### src/rtl/core/spq_pkg.sv
// Shared types, sizes and codes for the stable priority record queue.
package spq_pkg;

	// Queue size and derived widths
	localparam int QUEUE_DEPTH = 16;
	localparam int IDX_W       = (QUEUE_DEPTH > 1) ? $clog2(QUEUE_DEPTH) : 1;
	localparam int CNT_W       = $clog2(QUEUE_DEPTH + 1);

	// Request codes
	localparam logic [1:0] REQ_INSERT = 2'd0;
	localparam logic [1:0] REQ_REMOVE = 2'd1;
	localparam logic [1:0] REQ_LIST   = 2'd2;

	// Status codes
	localparam logic [2:0] STS_DONE  = 3'd0;
	localparam logic [2:0] STS_FULL  = 3'd1;
	localparam logic [2:0] STS_NONE  = 3'd2;
	localparam logic [2:0] STS_ENTRY = 3'd3;
	localparam logic [2:0] STS_EMPTY = 3'd4;

	// One stored record
	typedef struct packed {
		logic [31:0] stamp;
		logic [7:0]  prio;
		logic [7:0]  item;
		logic [15:0] borrower;
	} record_t;

	// Request word
	typedef struct packed {
		logic [1:0]  req_type;
		logic [15:0] borrower_id;
		logic [7:0]  item_id;
		logic [7:0]  prio_level;
		logic [31:0] stamp;
	} req_word_t;

	// Response word
	typedef struct packed {
		logic [2:0]  status;
		logic [15:0] out_borrower;
		logic [7:0]  out_item;
		logic [7:0]  out_prio;
		logic [31:0] out_stamp;
		logic        last;
	} rsp_word_t;

	// Control broadcast to every cell
	typedef struct packed {
		logic    ins;
		logic    rem;
		record_t key;
	} cell_ctl_t;

	// Sequencer states
	typedef enum logic [1:0] {
		ST_IDLE,
		ST_EXEC,
		ST_LIST
	} seq_state_t;

endpackage

### src/rtl/core/stable_priority_record_queue.sv
// Top level of the stable priority record queue: cell chain plus request sequencer.
//
//  channel | valid     | ready     | word       | moves
//  --------+-----------+-----------+------------+-------------------------------
//  request | req_valid | req_ready | req        | insert, remove or list request
//  result  | rsp_valid | rsp_ready | rsp        | status and listed record
//
// Insert and remove: the word is captured, then every cell shifts in parallel along
// the chain. A list of an empty queue captures the word and gives one result; otherwise
// capture, a setup step, then one record read out of the chain per cycle through the
// index mux while the result is not stalled.
// Reset clears the fill count and the sequencer; record contents are not reset.
// A stalled result holds the sequencer in place; a new request is taken once the
// previous one has issued its last result word into the output register.
module stable_priority_record_queue import spq_pkg::*; (
	input  logic      clk,
	input  logic      arst_n,
	input  logic      req_valid,
	output logic      req_ready,
	input  req_word_t req,
	output logic      rsp_valid,
	input  logic      rsp_ready,
	output rsp_word_t rsp
);

	seq_state_t state_q, state_d;
	req_word_t  req_q;
	logic [CNT_W-1:0] count_q;
	logic [IDX_W-1:0] idx_q;
	rsp_word_t  rsp_q;
	logic       rsp_valid_q;

	logic out_free, do_exec, do_list, list_last, full, found;
	cell_ctl_t ctl;

	record_t recs  [QUEUE_DEPTH];
	logic    stays [QUEUE_DEPTH];
	logic    hits  [QUEUE_DEPTH];

	assign out_free  = !rsp_valid_q || rsp_ready;
	assign full      = (count_q == CNT_W'(QUEUE_DEPTH));
	assign list_last = (CNT_W'(idx_q) == (count_q - CNT_W'(1)));

	// Next state
	always_comb begin
		state_d = state_q;
		case (state_q)
			ST_IDLE: begin
				if (req_valid) state_d = ST_EXEC;
			end
			ST_EXEC: begin
				if (out_free) begin
					if (req_q.req_type == REQ_LIST && count_q != '0) state_d = ST_LIST;
					else state_d = ST_IDLE;
				end
			end
			ST_LIST: begin
				if (out_free && list_last) state_d = ST_IDLE;
			end
			default: state_d = ST_IDLE;
		endcase
	end

	// State outputs
	always_comb begin
		req_ready = 1'b0;
		do_exec   = 1'b0;
		do_list   = 1'b0;
		case (state_q)
			ST_IDLE: req_ready = 1'b1;
			ST_EXEC: do_exec   = out_free;
			ST_LIST: do_list   = out_free;
			default: req_ready = 1'b0;
		endcase
	end

	// Broadcast the operation to the chain
	always_comb begin
		ctl.ins          = do_exec && (req_q.req_type == REQ_INSERT) && !full;
		ctl.rem          = do_exec && (req_q.req_type == REQ_REMOVE);
		ctl.key.stamp    = req_q.stamp;
		ctl.key.prio     = req_q.prio_level;
		ctl.key.item     = req_q.item_id;
		ctl.key.borrower = req_q.borrower_id;
	end

	// Cell chain
	for (genvar i = 0; i < QUEUE_DEPTH; i++) begin : g_cell
		logic    occ_i, left_stay_i, hit_in_i;
		record_t left_i, right_i;

		assign occ_i       = (CNT_W'(i) < count_q);
		assign left_stay_i = (i == 0) ? 1'b1 : stays[(i == 0) ? 0 : i - 1];
		assign left_i      = (i == 0) ? ctl.key : recs[(i == 0) ? 0 : i - 1];
		assign hit_in_i    = (i == 0) ? 1'b0 : hits[(i == 0) ? 0 : i - 1];
		assign right_i     = recs[(i == QUEUE_DEPTH - 1) ? i : i + 1];

		spq_cell u_cell (
			.clk       (clk),
			.ctl       (ctl),
			.occ       (occ_i),
			.left_stay (left_stay_i),
			.left_rec  (left_i),
			.right_rec (right_i),
			.hit_in    (hit_in_i),
			.stay      (stays[i]),
			.hit_out   (hits[i]),
			.rec       (recs[i])
		);
	end

	assign found = hits[QUEUE_DEPTH-1];

	// Capture the request word
	always_ff @(posedge clk) begin
		if (req_valid && req_ready) req_q <= req;
	end

	// Sequencer, fill count and list index
	always_ff @(posedge clk or negedge arst_n) begin
		if (!arst_n) begin
			state_q <= ST_IDLE;
			count_q <= '0;
			idx_q   <= '0;
		end else begin
			state_q <= state_d;
			if (ctl.ins) count_q <= count_q + CNT_W'(1);
			else if (ctl.rem && found) count_q <= count_q - CNT_W'(1);
			if (do_exec) idx_q <= '0;
			else if (do_list) idx_q <= idx_q + IDX_W'(1);
		end
	end

	// Output register valid
	always_ff @(posedge clk or negedge arst_n) begin
		if (!arst_n) begin
			rsp_valid_q <= 1'b0;
		end else if ((do_exec && !(req_q.req_type == REQ_LIST && count_q != '0)) || do_list) begin
			rsp_valid_q <= 1'b1;
		end else if (rsp_ready) begin
			rsp_valid_q <= 1'b0;
		end
	end

	// Output register word
	always_ff @(posedge clk) begin
		if (do_list) begin
			rsp_q.status       <= STS_ENTRY;
			rsp_q.out_borrower <= recs[idx_q].borrower;
			rsp_q.out_item     <= recs[idx_q].item;
			rsp_q.out_prio     <= recs[idx_q].prio;
			rsp_q.out_stamp    <= recs[idx_q].stamp;
			rsp_q.last         <= list_last;
		end else if (do_exec) begin
			rsp_q.out_borrower <= '0;
			rsp_q.out_item     <= '0;
			rsp_q.out_prio     <= '0;
			rsp_q.out_stamp    <= '0;
			rsp_q.last         <= 1'b1;
			case (req_q.req_type)
				REQ_INSERT: rsp_q.status <= full ? STS_FULL : STS_DONE;
				REQ_REMOVE: rsp_q.status <= found ? STS_DONE : STS_NONE;
				REQ_LIST:   rsp_q.status <= STS_EMPTY;
				default:    rsp_q.status <= STS_DONE;
			endcase
		end
	end

	assign rsp_valid = rsp_valid_q;
	assign rsp       = rsp_q;

endmodule

### src/rtl/core/spq_cell.sv
// One slot of the record chain: holds a record and trades it with its neighbors.
module spq_cell import spq_pkg::*; (
	input  logic      clk,
	input  cell_ctl_t ctl,
	input  logic      occ,
	input  logic      left_stay,
	input  record_t   left_rec,
	input  record_t   right_rec,
	input  logic      hit_in,
	output logic      stay,
	output logic      hit_out,
	output record_t   rec
);

	record_t rec_q;

	// Keep place on insert while own priority is lower or equal
	assign stay = occ && (rec_q.prio <= ctl.key.prio);

	// Ripple the first-match flag toward the tail
	assign hit_out = hit_in ||
		(occ && (rec_q.borrower == ctl.key.borrower) && (rec_q.item == ctl.key.item));

	// Open a gap on insert, close one on remove
	always_ff @(posedge clk) begin
		if (ctl.ins && !stay) begin
			rec_q <= left_stay ? ctl.key : left_rec;
		end else if (ctl.rem && hit_out) begin
			rec_q <= right_rec;
		end
	end

	assign rec = rec_q;

endmodule
### config.mk
export PLATFORM = sky130hd
export DESIGN_NAME = stable_priority_record_queue
export DESIGN_NICKNAME = d
export VERILOG_FILES = /design/src/rtl/core/spq_pkg.sv /design/src/rtl/core/stable_priority_record_queue.sv /design/src/rtl/core/spq_cell.sv
export SDC_FILE = /design/constraint.sdc
export NUM_CORES = 2
export LEC_CHECK = 0
export BUFFER_PORTS_ARGS = -buffer_cell sky130_fd_sc_hd__buf_2
export CAP_MARGIN = 10
export CORE_UTILIZATION = 55
export DETAILED_ROUTE_END_ITERATION = 8
export GPL_ROUTABILITY_DRIVEN = 0
export MAX_ROUTING_LAYER = met4
export PLACE_DENSITY = 0.71
export SYNTH_ARGS = -nofsm -noshare
export SYNTH_HDL_FRONTEND = slang
export SYNTH_SLANG_ARGS = --single-unit
### constraint.sdc
create_clock -name clk -period 22.1 [get_ports clk]
set_clock_uncertainty 0.05 [all_clocks]
set_input_delay 4.42 -clock clk [delete_from_list [all_inputs] [get_ports clk]]
set_output_delay 4.42 -clock clk [all_outputs]
set_load 0.05 [all_outputs]
==> run metrics <==
status=complete, no violations; peak supply drop=0.102 mV; layout net count=6,089; CTS HTree Levels=4; leading post-synthesis cells by cell area=edfxtp_1 (49%), mux2i_1 (12%), mux4_2 (10%); most frequent cells after synthesis=edfxtp_1 (1,155), nand2_1 (996), o21ai_0 (852), mux2i_1 (833), clkbuf_1 (329); number of synthesized register bits=1,170; clock buffers created by TritonCTS=137; Worst Path Arrival=7.55 ns; vias after detailed routing=52,500; final setup TNS=0 ns; critical path peak fanout=82; Area Overhead vs Synth=8.72%; core outline area=128,000 um^2; total routed wirelength=235 mm; clock tree from TritonCTS=built; Final Critical Period=7.21 ns; sequential cell area fraction in the yosys report=0.492; share of the cycle needed by the critical path after routing=0.326; number of warnings reported in the yosys synthesis log=0; share of synthesized registers carrying an async set or reset=0.0103; vias per inst=6.79; clock slew at the register clock pins of the worst setup and hold paths=0.06 ns; Util after Layout=0.605; Mean Syn Cell Area=11.8 um^2; Worst Hold Class=flop to flop; global-route total usage across every layer=0.368; remaining antenna violation count after routing=0; Setup Buffers After CTS=0; number of instances in the synthesized netlist=6,029; hold-critical path depth=1; most instantiated library cell after synthesis=edfxtp_1; fraction of final layout cells with drive strength greater than 1=0.151; die footprint=131,000 um^2; die boundary height=362 um; Static Leak=27.2 nW; slew at the pin with the worst max-slew slack=1.35 ns; Cell Area, Synth=71,300 um^2; TritonCTS Sinks=1,170; total nets after synthesis=6,232; largest net degree at the start of global routing=137; CP required=22.44 ns; Final Setup Violations=0; horizontal die dimension=362 um; Port Buffers=139; R2R Setup Slk=15.85 ns; count of endpoints failing hold in the final timing report=0; maximum count of clock buffers along a single path=3; class of the most critical setup path=input pin to flop; number of gates resized after cts=0; row count=131; dominant synthesized flop cell=edfxtp_1; power density of the placed cells=119 nW/um^2; mean routed wirelength per cell=30.4 um; Synth cell types=58; Setup crit end kind=flop; Initial Util=0.557; number of pins with negative max-slew slack in the final report=0; CTS Hold Buffers Added=0; Setup crit start kind=input pin; violation count after the first detailed-route iteration=7,563; reg2reg path depth=9; DRC violation count after routing=0; setup repair after global routing missed its margin=no; Max-Slew Margin vs Limit=0.0963; Post-synth EDFFs=1,155; clock root buffer=clkbuf_16; maximum clock rate=0.139 GHz; overall overflow remaining after global route=0; total of max-cap violations=0; biggest area consumer among synthesized cells=edfxtp_1; vias in the first global route=50,200; initial antenna violation count=4; HPWL after detailed placement=147 mm; DRT Pass-1 Iters=5; top-level I/O count=140; first-pass GRT wire length=344 mm; Clk Latency, worst-skew pair=0.79 ns; area share of the leading cell type in the synthesized netlist=0.487
critical path: stages:
cell,delay [ns]
buf_2,0.16
nand2b_1,0.17
nand2b_1,0.18
nor4_4,0.17
buf_4,0.47
o21ai_4,0.09
buf_4,0.42
nand2_4,0.51
buf_4,0.78
registers in the layout (all words and copies together), names as in the netlist:
name	flops
count_q	5
ctl	64
g_cell.u_cell.rec	1024
idx_q	4
req_q	2
rsp	68
rsp_valid	1
state_q	2
placed cells by master, fill, tap and decap left out, types with 26 or more instances in the layout:
cell type	instances
edfxtp_1	1155
nand2_1	988
o21ai_0	844
mux2i_1	833
mux4_2	320
xor2_1	294
clkbuf_16	144
buf_2	139
ha_1	133
buf_4	107
xnor2_1	101
nor2_1	94
mux2_2	78
nor4_1	74
a31oi_1	71
and2_1	64
nand4_1	45
mux2_1	42
inv_1	39
a21oi_1	37
o21ai_1	36
nand3_1	34
o21a_1	29
clkinv_1	29
clkinv_2	26
clkbuf_1	26
logic make-up after synthesis:
logic type	synth area share
AND/OR/NAND/NOR	0.0848
XOR/XNOR	0.0485
adder cells (fa/ha/maj)	0.0233
flip-flops	0.492
buffers and inverters	0.0346
multiplexers	0.237
AO/OA/AOI/OAI	0.0801
final timing paths:
path	start	to
min reg2reg	state_q[1]	state_q[0]
max reg2reg	count_q[4]	g_cell[10].u_cell.rec[46]
min	state_q[1]	state_q[0]
max in group asynchronous	arst_n	idx_q[0]
max	rsp_ready	g_cell[8].u_cell.rec[2]
min in group asynchronous	arst_n	rsp_valid
metal layers:
| layer | global-route usage | up-vias | part of all wire |
|---|---|---|---|
| li1 | - | 22200 | - |
| met1 | 0.496 | 25900 | 0.38 |
| met2 | 0.514 | 3686 | 0.43 |
| met3 | 0.0820 | 697 | 0.12 |
| met4 | 0.205 | 0 | 0.064 |
| met5 | - | - | 0 |
through the flow:
step	setup WS, ns	cell area (um^2)	power (mW)	std cells	hold slack (ns)
floorplan	11.84	71300	5.71	6029	0.391
global placement	14.28	73100	6.79	7475	0.426
detailed placement	14.26	73100	6.87	7475	0.417
CTS	15.08	77500	9.11	7720	0.440
global route	14.81	77500	9.47	7724	0.468
finish	14.89	77500	9.20	7724	0.457
where the power goes:
group	leakage (nW)	switching [mW]	internal, mW	total [mW]
combinational	14.3	2.38	1.28	3.67
sequential	10.7	0.334	2.94	3.27
clock	2.14	0.966	1.29	2.26
total	27.2	3.68	5.51	9.20
layout make-up:
type	count	area, um^2
Antenna cell	3	7.51
Clock inverter	75	644
Multi-Input combinational cell	4287	34200
Fill cell	10100	50500
Tap cell	1729	2160
Clock buffer	170	3700
Sequential cell	1170	35100
Inverter	40	153
Timing Repair Buffer	250	1590
Note: power is estimated with default switching activity, not from simulation.
